[src/rtl/atf_pkg.sv]
package atf_pkg;

    localparam int MAX_PAYLOAD_DEF = 256;
    localparam int QUEUE_DEPTH_DEF = 4;

    // Input item kinds.
    localparam logic KIND_START   = 1'b0;
    localparam logic KIND_PAYLOAD = 1'b1;

    // Configuration register indexes.
    localparam logic [1:0] REG_DEST_HIGH = 2'd0;
    localparam logic [1:0] REG_DEST_LOW  = 2'd1;
    localparam logic [1:0] REG_ATTEMPTS  = 2'd2;

    // Frame constants.
    localparam logic [7:0]  BYTE_DELIM    = 8'h7E;
    localparam logic [7:0]  BYTE_TYPE     = 8'h10;
    localparam logic [7:0]  BYTE_ZERO     = 8'h00;
    localparam logic [7:0]  BYTE_NET_HI   = 8'hFF;
    localparam logic [7:0]  BYTE_NET_LO   = 8'hFE;
    localparam logic [7:0]  BYTE_LBRACKET = 8'h5B;
    localparam logic [7:0]  BYTE_SLASH    = 8'h2F;
    localparam logic [7:0]  BYTE_RBRACKET = 8'h5D;
    localparam logic [7:0]  ASCII_ZERO    = 8'd48;
    localparam logic [7:0]  CSUM_BASE     = 8'hFF;
    localparam logic [15:0] LEN_OVERHEAD  = 16'd19;

    // Header positions.
    localparam logic [4:0] IDX_FIRST_SUMMED = 5'd3;
    localparam logic [4:0] IDX_HDR_LAST     = 5'd21;
    localparam logic [4:0] IDX_START_CSUM   = 5'd22;
    localparam logic [4:0] IDX_PAY_CSUM     = 5'd1;

    typedef struct packed {
        logic       kind;
        logic [3:0] attempt;
        logic [8:0] payload_len;
        logic [7:0] payload_byte;
    } t_in_item;

    typedef struct packed {
        logic [7:0] frame_byte;
        logic       last;
    } t_out_item;

    // One work command handed from the front end to the back end.
    typedef struct packed {
        logic       is_start;
        logic       last;   // payload: checksum follows; start: empty payload
        logic [7:0] data;   // payload byte, or attempt digit for a start
        logic [8:0] len;    // saturated payload length for a start
    } t_cmd;

    typedef struct packed {
        logic [31:0] dest_high;
        logic [31:0] dest_low;
        logic [3:0]  attempts_total;
    } t_cfg;

endpackage

[src/rtl/atf_front.sv]
module atf_front #(
    parameter int P_MAX_PAYLOAD = atf_pkg::MAX_PAYLOAD_DEF
) (
    input  logic               i_clk,
    input  logic               i_rst_n,
    input  logic               i_accept,
    input  atf_pkg::t_in_item  i_item,
    output logic               o_push,
    output atf_pkg::t_cmd      o_cmd
);
    import atf_pkg::*;

    logic [8:0] r_bytes_left;
    logic [8:0] n_bytes_left;
    logic [8:0] w_len_sat;

    always_comb begin
        if (32'(i_item.payload_len) > P_MAX_PAYLOAD) begin
            w_len_sat = 9'(P_MAX_PAYLOAD);
        end else begin
            w_len_sat = i_item.payload_len;
        end
    end

    // A start always opens a new frame; a payload byte counts only inside one.
    always_comb begin
        n_bytes_left = r_bytes_left;
        o_push       = 1'b0;
        o_cmd        = '0;
        if (i_accept) begin
            if (i_item.kind == KIND_START) begin
                o_push         = 1'b1;
                o_cmd.is_start = 1'b1;
                o_cmd.last     = (w_len_sat == 9'd0);
                o_cmd.data     = 8'(i_item.attempt) + ASCII_ZERO;
                o_cmd.len      = w_len_sat;
                n_bytes_left   = w_len_sat;
            end else if (r_bytes_left != 9'd0) begin
                o_push       = 1'b1;
                o_cmd.last   = (r_bytes_left == 9'd1);
                o_cmd.data   = i_item.payload_byte;
                n_bytes_left = r_bytes_left - 9'd1;
            end
        end
    end

    always_ff @(posedge i_clk) begin
        if (!i_rst_n) begin
            r_bytes_left <= '0;
        end else begin
            r_bytes_left <= n_bytes_left;
        end
    end

endmodule

[src/rtl/atf_queue.sv]
module atf_queue #(
    parameter int P_DEPTH = atf_pkg::QUEUE_DEPTH_DEF
) (
    input  logic           i_clk,
    input  logic           i_rst_n,
    input  logic           i_push,
    input  atf_pkg::t_cmd  i_cmd,
    output logic           o_full,
    output logic           o_valid,
    output atf_pkg::t_cmd  o_cmd,
    input  logic           i_pop
);
    import atf_pkg::*;

    localparam int PW = (P_DEPTH > 1) ? $clog2(P_DEPTH) : 1;
    localparam int CW = $clog2(P_DEPTH + 1);

    t_cmd          r_mem [P_DEPTH];
    logic [PW-1:0] r_wptr;
    logic [PW-1:0] r_rptr;
    logic [CW-1:0] r_count;
    logic [PW-1:0] n_wptr;
    logic [PW-1:0] n_rptr;
    logic [CW-1:0] n_count;

    assign o_full  = (r_count == CW'(P_DEPTH));
    assign o_valid = (r_count != '0);
    assign o_cmd   = r_mem[r_rptr];

    always_comb begin
        n_wptr  = r_wptr;
        n_rptr  = r_rptr;
        n_count = r_count;
        if (i_push) begin
            n_wptr = (r_wptr == PW'(P_DEPTH - 1)) ? '0 : r_wptr + PW'(1);
        end
        if (i_pop) begin
            n_rptr = (r_rptr == PW'(P_DEPTH - 1)) ? '0 : r_rptr + PW'(1);
        end
        if (i_push && !i_pop) begin
            n_count = r_count + CW'(1);
        end else if (!i_push && i_pop) begin
            n_count = r_count - CW'(1);
        end
    end

    always_ff @(posedge i_clk) begin
        if (i_push) begin
            r_mem[r_wptr] <= i_cmd;
        end
    end

    always_ff @(posedge i_clk) begin
        if (!i_rst_n) begin
            r_wptr  <= '0;
            r_rptr  <= '0;
            r_count <= '0;
        end else begin
            r_wptr  <= n_wptr;
            r_rptr  <= n_rptr;
            r_count <= n_count;
        end
    end

    a_no_overflow: assert property (@(posedge i_clk) disable iff (!i_rst_n)
        !(i_push && o_full && !i_pop))
        else $error("command pushed into a full queue");

    a_no_underflow: assert property (@(posedge i_clk) disable iff (!i_rst_n)
        !(i_pop && !o_valid))
        else $error("command popped from an empty queue");

endmodule

[src/rtl/atf_back.sv]
module atf_back (
    input  logic               i_clk,
    input  logic               i_rst_n,
    input  atf_pkg::t_cfg      i_cfg,
    input  logic               i_cmd_valid,
    input  atf_pkg::t_cmd      i_cmd,
    output logic               o_pop,
    output logic               o_out_valid,
    input  logic               i_out_ready,
    output atf_pkg::t_out_item o_out
);
    import atf_pkg::*;

    logic [4:0]  r_idx;
    logic [4:0]  n_idx;
    logic [7:0]  r_sum;
    logic [7:0]  n_sum;
    logic        r_out_valid;
    t_out_item   r_out;
    logic [15:0] w_len_field;
    logic [7:0]  w_byte;
    logic        w_is_csum;
    logic        w_is_final;
    logic        w_step;

    assign w_len_field = 16'(i_cmd.len) + LEN_OVERHEAD;
    assign w_step      = i_cmd_valid && (!r_out_valid || i_out_ready);

    always_comb begin
        if (i_cmd.is_start) begin
            w_is_csum  = (r_idx == IDX_START_CSUM);
            w_is_final = i_cmd.last ? (r_idx == IDX_START_CSUM) : (r_idx == IDX_HDR_LAST);
        end else begin
            w_is_csum  = (r_idx == IDX_PAY_CSUM);
            w_is_final = i_cmd.last ? (r_idx == IDX_PAY_CSUM) : (r_idx == 5'd0);
        end
    end

    always_comb begin
        w_byte = CSUM_BASE - r_sum;
        if (i_cmd.is_start) begin
            case (r_idx)
                5'd0:    w_byte = BYTE_DELIM;
                5'd1:    w_byte = w_len_field[15:8];
                5'd2:    w_byte = w_len_field[7:0];
                5'd3:    w_byte = BYTE_TYPE;
                5'd4:    w_byte = BYTE_ZERO;
                5'd5:    w_byte = i_cfg.dest_high[31:24];
                5'd6:    w_byte = i_cfg.dest_high[23:16];
                5'd7:    w_byte = i_cfg.dest_high[15:8];
                5'd8:    w_byte = i_cfg.dest_high[7:0];
                5'd9:    w_byte = i_cfg.dest_low[31:24];
                5'd10:   w_byte = i_cfg.dest_low[23:16];
                5'd11:   w_byte = i_cfg.dest_low[15:8];
                5'd12:   w_byte = i_cfg.dest_low[7:0];
                5'd13:   w_byte = BYTE_NET_HI;
                5'd14:   w_byte = BYTE_NET_LO;
                5'd15:   w_byte = BYTE_ZERO;
                5'd16:   w_byte = BYTE_ZERO;
                5'd17:   w_byte = BYTE_LBRACKET;
                5'd18:   w_byte = i_cmd.data;
                5'd19:   w_byte = BYTE_SLASH;
                5'd20:   w_byte = 8'(i_cfg.attempts_total) + ASCII_ZERO;
                5'd21:   w_byte = BYTE_RBRACKET;
                default: w_byte = CSUM_BASE - r_sum;
            endcase
        end else if (r_idx == 5'd0) begin
            w_byte = i_cmd.data;
        end
    end

    // The running sum restarts with every header and after every checksum.
    always_comb begin
        n_idx = r_idx;
        n_sum = r_sum;
        if (w_step) begin
            n_idx = w_is_final ? 5'd0 : r_idx + 5'd1;
            if (w_is_csum || (i_cmd.is_start && r_idx < IDX_FIRST_SUMMED)) begin
                n_sum = 8'd0;
            end else begin
                n_sum = r_sum + w_byte;
            end
        end
    end

    assign o_pop       = w_step && w_is_final;
    assign o_out_valid = r_out_valid;
    assign o_out       = r_out;

    always_ff @(posedge i_clk) begin
        if (w_step) begin
            r_out.frame_byte <= w_byte;
            r_out.last       <= w_is_csum;
        end
    end

    always_ff @(posedge i_clk) begin
        if (!i_rst_n) begin
            r_idx       <= '0;
            r_sum       <= '0;
            r_out_valid <= 1'b0;
        end else begin
            r_idx <= n_idx;
            r_sum <= n_sum;
            if (w_step) begin
                r_out_valid <= 1'b1;
            end else if (i_out_ready) begin
                r_out_valid <= 1'b0;
            end
        end
    end

    a_idx_range: assert property (@(posedge i_clk) disable iff (!i_rst_n)
        r_idx <= IDX_START_CSUM)
        else $error("frame byte index out of range");

    a_sum_cleared: assert property (@(posedge i_clk) disable iff (!i_rst_n)
        w_step && w_is_csum |=> r_sum == 8'd0 && r_idx == 5'd0)
        else $error("checksum did not close the frame");

endmodule

[src/rtl/api_tx_request_framer_top.sv]
// Channel   Direction  Handshake                    Payload
// in        input      i_in_valid / o_in_ready      i_in  (t_in_item)
// out       output     o_out_valid / i_out_ready    o_out (t_out_item)
// cfg       input      i_cfg_valid / o_cfg_ready    i_cfg_index, i_cfg_data
//
// Every input transaction is taken while the command queue has room.
// The back end sends one frame byte per cycle while a command waits and the output is
// not stalled: 22 header bytes for a start, one byte for a payload byte, and one more
// for the checksum; the single byte lane of the output register sets that figure.
// Reset (synchronous, active low) clears queue and counters, loads config defaults.
// A stalled output holds the back end, and the input stalls only when the queue is full.
module api_tx_request_framer_top #(
    parameter int P_MAX_PAYLOAD = atf_pkg::MAX_PAYLOAD_DEF,
    parameter int P_QUEUE_DEPTH = atf_pkg::QUEUE_DEPTH_DEF
) (
    input  logic               i_clk,
    input  logic               i_rst_n,
    input  logic               i_in_valid,
    output logic               o_in_ready,
    input  atf_pkg::t_in_item  i_in,
    output logic               o_out_valid,
    input  logic               i_out_ready,
    output atf_pkg::t_out_item o_out,
    input  logic               i_cfg_valid,
    output logic               o_cfg_ready,
    input  logic [1:0]         i_cfg_index,
    input  logic [31:0]        i_cfg_data
);
    import atf_pkg::*;

    t_cfg r_cfg;
    logic w_in_accept;
    logic w_push;
    t_cmd w_push_cmd;
    logic w_full;
    logic w_cmd_valid;
    t_cmd w_cmd;
    logic w_pop;

    // Configuration writes are always taken; an unknown index is ignored.
    assign o_cfg_ready = 1'b1;

    always_ff @(posedge i_clk) begin
        if (!i_rst_n) begin
            r_cfg.dest_high      <= 32'd1286656;
            r_cfg.dest_low       <= 32'd1084742415;
            r_cfg.attempts_total <= 4'd1;
        end else if (i_cfg_valid) begin
            case (i_cfg_index)
                REG_DEST_HIGH: r_cfg.dest_high      <= i_cfg_data;
                REG_DEST_LOW:  r_cfg.dest_low       <= i_cfg_data;
                REG_ATTEMPTS:  r_cfg.attempts_total <= i_cfg_data[3:0];
                default:       r_cfg                <= r_cfg;
            endcase
        end
    end

    // The front end needs one free queue slot for whatever it might push.
    assign o_in_ready  = !w_full;
    assign w_in_accept = i_in_valid && o_in_ready;

    atf_front #(
        .P_MAX_PAYLOAD(P_MAX_PAYLOAD)
    ) u_front (
        .i_clk    (i_clk),
        .i_rst_n  (i_rst_n),
        .i_accept (w_in_accept),
        .i_item   (i_in),
        .o_push   (w_push),
        .o_cmd    (w_push_cmd)
    );

    atf_queue #(
        .P_DEPTH(P_QUEUE_DEPTH)
    ) u_queue (
        .i_clk   (i_clk),
        .i_rst_n (i_rst_n),
        .i_push  (w_push),
        .i_cmd   (w_push_cmd),
        .o_full  (w_full),
        .o_valid (w_cmd_valid),
        .o_cmd   (w_cmd),
        .i_pop   (w_pop)
    );

    atf_back u_back (
        .i_clk       (i_clk),
        .i_rst_n     (i_rst_n),
        .i_cfg       (r_cfg),
        .i_cmd_valid (w_cmd_valid),
        .i_cmd       (w_cmd),
        .o_pop       (w_pop),
        .o_out_valid (o_out_valid),
        .i_out_ready (i_out_ready),
        .o_out       (o_out)
    );

endmodule
[config.mk]
export PLATFORM = sky130hd
export DESIGN_NAME = api_tx_request_framer_top
export DESIGN_NICKNAME = d
export VERILOG_FILES = /design/src/rtl/atf_pkg.sv /design/src/rtl/atf_front.sv /design/src/rtl/atf_queue.sv /design/src/rtl/atf_back.sv /design/src/rtl/api_tx_request_framer_top.sv
export SDC_FILE = /design/constraint.sdc
export NUM_CORES = 1
export LEC_CHECK = 0
export ABC_AREA = 1
export ABC_CLOCK_PERIOD_IN_PS = 4600
export BUFFER_PORTS_ARGS = -buffer_cell sky130_fd_sc_hd__buf_2
export CAP_MARGIN = 0
export CORE_MARGIN = 2
export CORE_UTILIZATION = 45
export CTS_BUF_LIST = sky130_fd_sc_hd__clkbuf_8
export CTS_CLUSTER_SIZE = 8
export DETAILED_ROUTE_END_ITERATION = 10
export GPL_TIMING_DRIVEN = 0
export HOLD_SLACK_MARGIN = 0.06
export PLACE_DENSITY = 0.75
export SETUP_SLACK_MARGIN = 0.15
export SLEW_MARGIN = 20
export SYNTH_ARGS = -nofsm -noshare
export SYNTH_HDL_FRONTEND = slang
export SYNTH_HIERARCHICAL = 1
export SYNTH_SLANG_ARGS = --single-unit
[constraint.sdc]
create_clock -name i_clk -period 4.6 [get_ports i_clk]
set_clock_uncertainty 0.2 [all_clocks]
set_input_delay 1.15 -clock i_clk [delete_from_list [all_inputs] [get_ports i_clk]]
set_output_delay 1.15 -clock i_clk [all_outputs]
set_load 0.01 [all_outputs]
# Word-level counts from Yosys, hierarchy flattened
# Memories as Yosys holds them, arrays and structs flattened. A register that Yosys moved wholly into a read port is not among the register bits.
# Index checks and enable logic that the tools add are counted.
# word_totals
memories	1
ff_bits	107
mem_bits_rw	76
inputBits	61
out_inout_bits	12
# op_classes
n_lt_le_gt_ge	2
mux	30
n_addsub	11
reduce_logical	24
eq_ne	29
# mem_list
name	words	word_bits	read_ports	rd_ports_with_merged_regs	wr	line	rtl
u_queue.r_mem	4	19	1	1	1	atf_queue.sv:18	t_cmd r_mem [P_DEPTH];
# op_table
cell	n
case mux 8 bit (20 select lines)	1
2-to-1 mux 9 bit	6
== test 5 x 4 -> 1 bit (second input constant)	8
== test 5 bit (second input constant)	7
2-to-1 mux 8 bit	3
== test 5 x 3 -> 1 bit (second input constant)	4
2-to-1 mux 19 bit	1
adder 4 x 6 -> 7 bit (second input constant)	2
2-to-1 mux 1 bit	12
adder 9 x 5 -> 10 bit (second input constant)	1
== test 5 x 2 -> 1 bit (second input constant)	2
== test 9 x 1 -> 1 bit (second input constant)	1
greater-than comparator 9 bit (second input constant)	1
logical NOT 9 bit	1
nonzero test 9 bit	1
subtractor 9 x 1 -> 9 bit (second input constant)	1
adder 8 bit	1
2-to-1 mux 2 bit	4
AND reduction 2 bit	4
subtractor 8 bit (first input constant)	1
== test 2 bit (second input constant)	3
logical AND 1 bit	6
2-to-1 mux 3 bit	2
adder 5 x 1 -> 5 bit (second input constant)	1
other kinds (16)	22

# Depth between registers and ports, before layout
# Gate-level depths: netlist of run 1.
# depth
word_depth	8
depth_mapped	26
depth_no_buf	25

# Modules after synthesis
# Netlist of run 1, hierarchy kept.
# modules_own_cells
module	area_per_inst_um2	cells_per_inst	seq_area_each_um2	n_inst
atf_queue	3313.2	244	2462.4	1
api_tx_request_framer_top	2821.5	404	1361.3	1
atf_back	2567.5	412	550.5	1
atf_front	947.2	176	180.2	1

# Worst setup path before layout of run 1
# No wires, ideal clock.
# synth_path
kind	register -> register
from	register (tool-made name)
to	register u_back.r_sum[6]
period_less_slack_ns	3.585
setup_time_ns	0.072
arrival_time_ns	3.313
n_path_buf	2
slack_ns	1.015
path_stages_with_launch	27
path_cell_list	dfxtp_1 > inv_2 > buf_6 > buf_8 > nor2_2 > o22ai_1 > inv_1 > ha_1 > o21ai_0 > nand2_1 > o21ai_0 > a22oi_1 > nand3_1 > nor2_1 > nor2_1 > ha_1 > inv_1 > fa_1 > nor2_1 > o21ai_0 > nand2_1 > nand2_1 > nand2_1 > a21oi_1 > xnor2_1 > nand3_1 > a21oi_1
# synth_lines
item	line	rtl
end signal, assigned	atf_back.sv:104	r_sum <= n_sum;
end, declared	atf_back.sv:16	logic [7:0] r_sum;

==> metrics.md, run 1 <==
| Metric | Value |
|---|---|
| Cell Int Power | 3.489 mW |
| Number of warnings reported in the yosys synthesis log | 6 |
| Post-synthesis sequential element count | 185 |
| Most instantiated library cell after synthesis | nand2_1 |
| Nature of the critical path endpoint | flop |
| Final Net Count | 1407 |
| Critical path class | flop to flop |
| Hold Crit Endpoint | r_cfg[12] |
| Routed wire length per instance | 15.67 microns |
| Num CTS Buffers | 17 |
| Post-Syn Area per Cell | 7.807 sq um |
| Internal reg-to-reg setup slack | 0.52 ns |
| Netlist area before placement | 9649 sq um |
| Worst-path maximum fanout | 10 |
| Number of detailed-route iterations in the first pass | 8 |
| HPWL Detailed | 18.82 mm |
| Clock Tree Buf Depth | 2 |
| Post-route setup TNS | 0 ns |
| Number of top-level pins | 73 |
| Top cell type by total area after synthesis | edfxtp_1 |
| Path class of the lowest-slack min-delay path | flop to flop |
| Synth-to-layout area growth | 11.40% |
| Comb pwr share | 0.455 |
| Die Ht | 150.4 microns |
| Cell leakage power | 4.809 nW |
| Portion of total power attributed to sequential cells | 0.361 |
| Share of synthesized flip-flops with an asynchronous set or reset | 0 |
| Ranking of synthesized cells by area | edfxtp_1, dfxtp_1, nand2_1, nor2_1, nand3_1 |
| Outcome | finished clean |
| Horizontal die dimension | 150.4 microns |
| Hold bufs inserted after CTS | 0 |
| Critical path arrival | 4.30 ns |
| Leading post-synthesis cells by instance count | nand2_1, nor2_1, inv_1 |
| Hold Startpoint | r_cfg[12] |
| Hold Crit Depth | 2 |
| Post-synth top area share | 0.2645 |
| Iter 0 DRT Violations | 784 |
| EDFF count, synth | 85 |
| Ratio of cells with drive above 1 in the final layout | 0.1460 |
| Via count of the first global-routing pass | 8004 |
| Die Footprint | 22630 sq um |
| Delay of the slowest cell on the worst path | 0.43 ns |
| Initial core utilization | 0.4590 |
| Max_slew headroom | 0.4051 |
| TritonCTS Sinks | 185 |
| Switching share of power | 0.4258 |
| Launching element type of the critical path | flop |
| Number of antenna violations at the first check in global routing | 0 |
| Remaining global-route overflow | 0 |
| Maximum number of pins on one net before global-route repair | 20 |
| Net switching power | 2.588 mW |
| First-pass GRT wire length | 40.23 mm |
| Max-capacitance violation count | 0 |
| Total power divided by cell area | 565.3 nW/um^2 |
| Required time worst endpoint | 4.82 ns |
| Maximum achievable frequency | 245.1 MHz |
| Final worst path period need | 4.080 ns |
| Max-slew violation total from the final report | 0 |
| All-layer global routing usage | 0.2302 |
| Buffer type at the clock tree root | clkbuf_8 |
| Part of the Yosys area used for sequential elements | 0.4720 |
| Drt total wl | 25.24 mm |
| Core area | 21020 sq um |
| Per-cell via count in the routed design | 5.295 |
| Setup repair after global routing missed its margin | false |
| DRC Markers | 0 |
| Most common flop cell mapped by yosys | dfxtp_1 |
| Count of endpoints failing setup in the final report | 0 |
| Number of nets produced by synthesis | 1320 |
| Num rows | 53 |
| Worst reg2reg endpoint | u_back/r_sum[6] |
| Count of unique library cells instantiated by Yosys | 50 |
| Clock latency reported for the late side of the worst-skew pair | 0.48 ns |
| Number of H-tree levels | 4 |
| Clk pwr share | 0.184 |
| Worst Tran Pin Value | 0.8914 ns |
| Portion of the clock cycle consumed by the worst path in the final layout | 0.8870 |
| Register clock-pin slew on the reported worst setup and hold paths | 0.11 ns |
| Buffers on Ports | 68 |
| Peak ir drop on the vdd network | 0.0003646 V |
| Hold violation count in the final report | 0 |
| Worst Reg-to-Reg Cells | 25 |
| Critical-path cell with the highest stage delay | dfxtp_1 |
| TritonCTS clock tree | yes |
| Total via count after detailed routing | 8531 |
| ANT cells | 0 |
| Weighted congestion at the end of routability-driven global placement | 0.9325 |
| Cells after Synth | 1236 |
| Routed Antenna Nets | 0 |
| Overall Power | 6.077 mW |
==> cell type report <==
class / instances / area [sq um]
plain buffers: 53 / 322.8
clock buffers: 17 / 234.0
clock inverters: 15 / 170.2
fillers: 1963 / 10270
inverters: 139 / 529.3
multi-input cells: 859 / 4254
flip-flops and latches: 185 / 4554
well taps: 275 / 344.1
repair buffers: 68 / 340.3
==> metal layers <==
layer	track usage	routed length [microns]	up-vias
met5	0	0	-
met4	0.07123	511	0
met3	0.04818	1775	39
met2	0.3761	12020	285
met1	0.3072	10930	3965
li1	-	-	4242
==> worst max-delay path by stage <==
stage,start,depth (start not counted),slack [ns],end
finish,flop,25,0.52,u_back/r_sum[6]
global route,flop,25,0.15,u_back/r_sum[6]
CTS,flop,25,0.27,u_back/r_sum[6]
detailed placement,flop,25,0.30,u_back/r_sum[6]
global placement,flop,25,0.38,u_back/r_sum[6]
floorplan,flop,26,1.02,u_back/r_sum[6]
==> through the flow <==
step | setup slack [ns] | instance area, sq um | util | hold slack [ns] | instances
2_1_floorplan | 1.015 | 9649 | - | 0.2289 | 1236
3_3_place_gp | 0.3827 | 10330 | 0.4916 | 0.2388 | 1579
3_5_place_dp | 0.3016 | 10330 | 0.4916 | 0.2498 | 1579
4_1_cts | 0.2664 | 10740 | 0.5108 | 0.2715 | 1611
5_1_grt | 0.1531 | 10750 | 0.5113 | 0.2963 | 1611
6_report | 0.5198 | 10750 | 0.5113 | 0.2707 | 1611
==> power groups by stage <==
stage	Combinational, mW	Sequential (mW)	Clock (mW)
3_3_place_gp	2.66	2.21	0
2_1_floorplan	2.02	2.21	0
5_1_grt	3.13	2.22	1.19
4_1_cts	2.73	2.19	1.13
6_report	2.77	2.19	1.12
3_5_place_dp	2.72	2.23	0
==> cell usage in the layout, fill, tap and decap left out, types with 3 or more instances in the layout <==
cell type,synthesis,final
nand2_2,11,11
nand3_1,96,96
inv_6,0,3
inv_4,3,3
a22o_1,5,5
nand4_1,34,34
inv_2,8,8
inv_1,125,127
nor2_2,9,9
xnor2_1,3,3
buf_2,19,87
a211oi_1,6,6
a31oi_1,5,5
a21oi_1,49,49
o211ai_1,3,3
or2_0,3,3
o21ai_0,56,55
nor2_1,203,203
edfxtp_1,85,85
buf_1,6,6
nor3_1,12,12
xor2_1,4,4
nor2_4,12,12
clkbuf_8,0,17
nand2_4,3,3
buf_4,9,9
clkinv_1,3,3
o22ai_1,21,20
ha_1,21,21
nor4_1,5,5
buf_6,7,7
o2111ai_1,3,3
clkbuf_1,10,9
dfxtp_1,100,100
nand2_1,275,275
==> timing repair <==
action / CTS / global route
resized for setup: 0 / 5
endpoints found under the setup margin: 0 / 2
setup buffers: 0 / 0
==> cell families after synthesis <==
logic type | count (synthesis) | synth area share
adders and majority gates | 23 | 0.03138
buffers and inverters | 192 | 0.08817
AOI/OAI and AO/OA | 159 | 0.09570
xor gates and xnor gates | 7 | 0.006354
DFF | 185 | 0.4720
and+or+nand+nor | 669 | 0.3060
other | 1 | 0.0003886
==> sequential cells by signal, summed over array words and instances, names as in the netlist, named ones only <==
name	flops
u_queue/r_rptr	2
u_back/o_out_valid	1
u_back/r_idx	5
u_queue/r_mem	76
u_back/o_out	9
u_back/r_sum	8
r_cfg	68
u_queue/r_count	3
u_queue/r_wptr	2
u_front/r_bytes_left	9
==> worst max-delay path, delay by kind of cell (launching register included) <==
kind	cells	cell delay (ns)
AO/OA/AOI/OAI	7	1.06
AND/OR/NAND/NOR	10	0.92
adder cells (fa/ha/maj)	3	0.80
buffers and inverters	4	0.46
flip-flops	1	0.43
XOR/XNOR	1	0.14
Power figures use the tool's default switching activity.
==> run 2: changes to the inputs <==
--- a/config.mk
+++ b/config.mk
@@ -7,7 +7,7 @@
 export LEC_CHECK = 0
 export ABC_AREA = 1
 export ABC_CLOCK_PERIOD_IN_PS = 4600
-export BUFFER_PORTS_ARGS = -buffer_cell sky130_fd_sc_hd__buf_2
+export BUFFER_PORTS_ARGS = -buffer_cell sky130_fd_sc_hd__buf_4
 export CAP_MARGIN = 0
 export CORE_MARGIN = 2
 export CORE_UTILIZATION = 45
==> run 2 against run 1 <==
  * Via count up 0.55%
  * Sequential share of layout area decreased by 0.68 points
  * Die area stayed put
  * Utilization is 0.83 points higher
  * Worst hold slack about the same
  * Sequential power is essentially flat
  * Combinational power increased by 3%
  * First-iteration DRC count is 3.8% higher
  * Clock-buffer cell count grew 1
  * Routed wire length grew 2.1%
  * Final cell count is the same
  * Highest routed layer unchanged
==> metrics.md, run 2 (synthesized netlist as in run 1, its figures left out) <==
| Metric | Value |
|---|---|
| Final critical-path setup slack | 0.4292 ns (-0.09058 ns) |
| Launching element type of the critical path | flop |
| Num rows | 53 (unchanged) |
| Uppermost layer routed | met4 |
| Horizontal die dimension | 150.4 microns (unchanged) |
| Metal3 WL | 1.935 mm (+9.0%) |
| Max_slew headroom | 0.4118 (+0.006760) |
| Maximum achievable frequency | 239.8 MHz (-2.2%) |
| Post-Place Setup Slack | 0.2707 ns (-0.03097 ns) |
| TritonCTS clock tree | yes |
| Core area | 21020 sq um (unchanged) |
| Via count of the first global-routing pass | 8156 (+1.9%) |
| Final Net Count | 1407 (unchanged) |
| Number of detailed-route iterations in the first pass | 6 (-2) |
| Buffers on Ports | 68 (unchanged) |
| Post-route design area | 10920 sq um (+1.6%) |
| First-pass GRT wire length | 40.79 mm (+1.4%) |
| Final worst path period need | 4.171 ns (+0.09058 ns) |
| Post-CTS setup buffers | 0 (unchanged) |
| Area post-placement | 10500 sq um (+1.6%) |
| DRC Markers | 0 (unchanged) |
| Register clock-pin slew on the reported worst setup and hold paths | 0.11 ns (about the same) |
| Required time worst endpoint | 4.84 ns (+0.02 ns) |
| Maximum number of pins on one net before global-route repair | 20 (unchanged) |
| Registers with the most flip-flops | u_queue/r_mem x76, r_cfg x68 |
| Routed Antenna Nets | 0 (unchanged) |
| Hold bufs inserted after CTS | 0 (unchanged) |
| Peak ir drop on the vdd network | 0.0002895 V (-21%) |
| Number of flip-flops in the largest register | 76 (unchanged) |
| Num CTS Buffers | 17 (unchanged) |
| HPWL Detailed | 19.14 mm (+1.7%) |
| Count of cells resized by post-cts repair | 0 (unchanged) |
| Register with the most flip-flops | u_queue/r_mem |
| ANT cells | 0 (unchanged) |
| Remaining global-route overflow | 0 (unchanged) |
| Count of endpoints failing setup in the final report | 0 (unchanged) |
| Highest-count cells in the layout ignoring fill and taps | nand2_1, nor2_1, inv_1 |
| Iter 0 DRT Violations | 814 (+3.8%) |
| Total via count after detailed routing | 8578 (+0.55%) |
| Hold violation count in the final report | 0 (unchanged) |
| Number of H-tree levels | 4 (unchanged) |
| Worst Tran Pin Value | 0.8813 ns (-0.01013 ns) |
| Hold Worst Slack | 0.2707 ns (+0.00008400 ns) |
| Drt total wl | 25.77 mm (+2.1%) |
| Number of top-level pins | 73 (unchanged) |
| Outcome | finished clean |
| Weighted congestion at the end of routability-driven global placement | 0.9556 (+2.5%) |
| Ratio of cells with drive above 1 in the final layout | 0.1490 (+0.002994) |
| Clock Tree Buf Depth | 2 (unchanged) |
| Buffer type at the clock tree root | clkbuf_8 |
| Critical path arrival | 4.41 ns (+0.11 ns) |
| Max-capacitance violation count | 0 (unchanged) |
| Die Ht | 150.4 microns (unchanged) |
| Overall Power | 6.124 mW (+0.78%) |
| Number of antenna violations at the first check in global routing | 0 (unchanged) |
| Met1 WL | 11.02 mm (+0.82%) |
| Initial core utilization | 0.4590 (unchanged) |
| Post-route setup TNS | 0 ns (unchanged) |
| Cell leakage power | 4.866 nW (+1.2%) |
| Setup repair after global routing missed its margin | false |
| Per-cell via count in the routed design | 5.325 (+0.55%) |
| Nature of the critical path endpoint | flop |
| Path class of the lowest-slack min-delay path | flop to flop |
| Max-slew violation total from the final report | 0 (unchanged) |
| Worst-path maximum fanout | 10 (unchanged) |
| Synth-to-layout area growth | 13.21% |
| Portion of the clock cycle consumed by the worst path in the final layout | 0.9067 (+0.01969) |
| Routed wire length per instance | 16.00 microns (+2.1%) |
| Critical path class | flop to flop |
| Metal2 WL | 12.18 mm (+1.3%) |
| Total power divided by cell area | 560.6 nW/um^2 (-0.83%) |
| TritonCTS Sinks | 185 (unchanged) |
| All-layer global routing usage | 0.2345 (+0.004236) |
| Most common library cell in the layout ignoring fill and taps | nand2_1 |
| Die Footprint | 22630 sq um (unchanged) |
| Clock latency reported for the late side of the worst-skew pair | 0.50 ns (+0.02 ns) |
-- run 2: power by group --
part | total [mW] | internal, mW | switching [mW]
logic | 2.84 | 0.990 | 1.85
registers | 2.19 | 2.05 | 0.146
clock network | 1.09 | 0.421 | 0.666
-- run 2: area by class of cell --
| cell class | instances | area [sq um] |
|---|---|---|
| tap | 275 | 344.1 |
| timing repair buffer | 68 | 510.5 |
| clock buffer | 18 | 247.7 |
| fill | 1975 | 10100 |
| sequential | 185 | 4554 |
| inverter | 139 | 529.3 |
| clock inverter | 14 | 148.9 |
| multi-input combinational | 859 | 4267 |
| buffer | 53 | 322.8 |
-- run 2: worst paths after layout --
check,start,end,slack (ns),cells after the start
worst max register to register,flop,u_back/r_sum[6],0.43,26
worst max-delay path,flop,u_back/r_sum[6],0.43,26
worst min register to register,r_cfg[7],r_cfg[7],0.27,2
worst min-delay path,r_cfg[7],r_cfg[7],0.27,2
-- run 2: metal layers --
layer / vias up / global-route usage
met5: - / 0
met4: 0 / 0.08774
met3: 50 / 0.03545
met2: 326 / 0.3834
met1: 3960 / 0.3150
li1: 4242 / -
-- run 2: metrics by stage --
| step | std cells | util |
|---|---|---|
| 6_report | 1611 | 0.5197 |
| 5_1_grt | 1611 | 0.5197 |
| 4_1_cts | 1611 | 0.5185 |
| 3_5_place_dp | 1579 | 0.4997 |
| 3_3_place_gp | 1579 | 0.4997 |
| 2_1_floorplan | 1236 | - |
-- run 2: critical path, stage by stage, from the launching register on --
cell	delay, ns
dfxtp_1	0.37
inv_2	0.08
buf_6	0.14
buf_8	0.15
nor2_2	0.05
o22ai_2	0.22
inv_1	0.10
ha_1	0.26
o21ai_2	0.23
nand2_1	0.11
o21ai_0	0.19
a22oi_1	0.09
nand3_1	0.12
nor2_1	0.05
nor2_1	0.15
ha_1	0.21
inv_1	0.06
fa_1	0.37
nor2_1	0.16
o21ai_0	0.14
nand2_1	0.09
nand2_1	0.07
nand2_1	0.07
a21oi_1	0.07
xnor2_1	0.14
nand3_1	0.08
a21oi_1	0.13
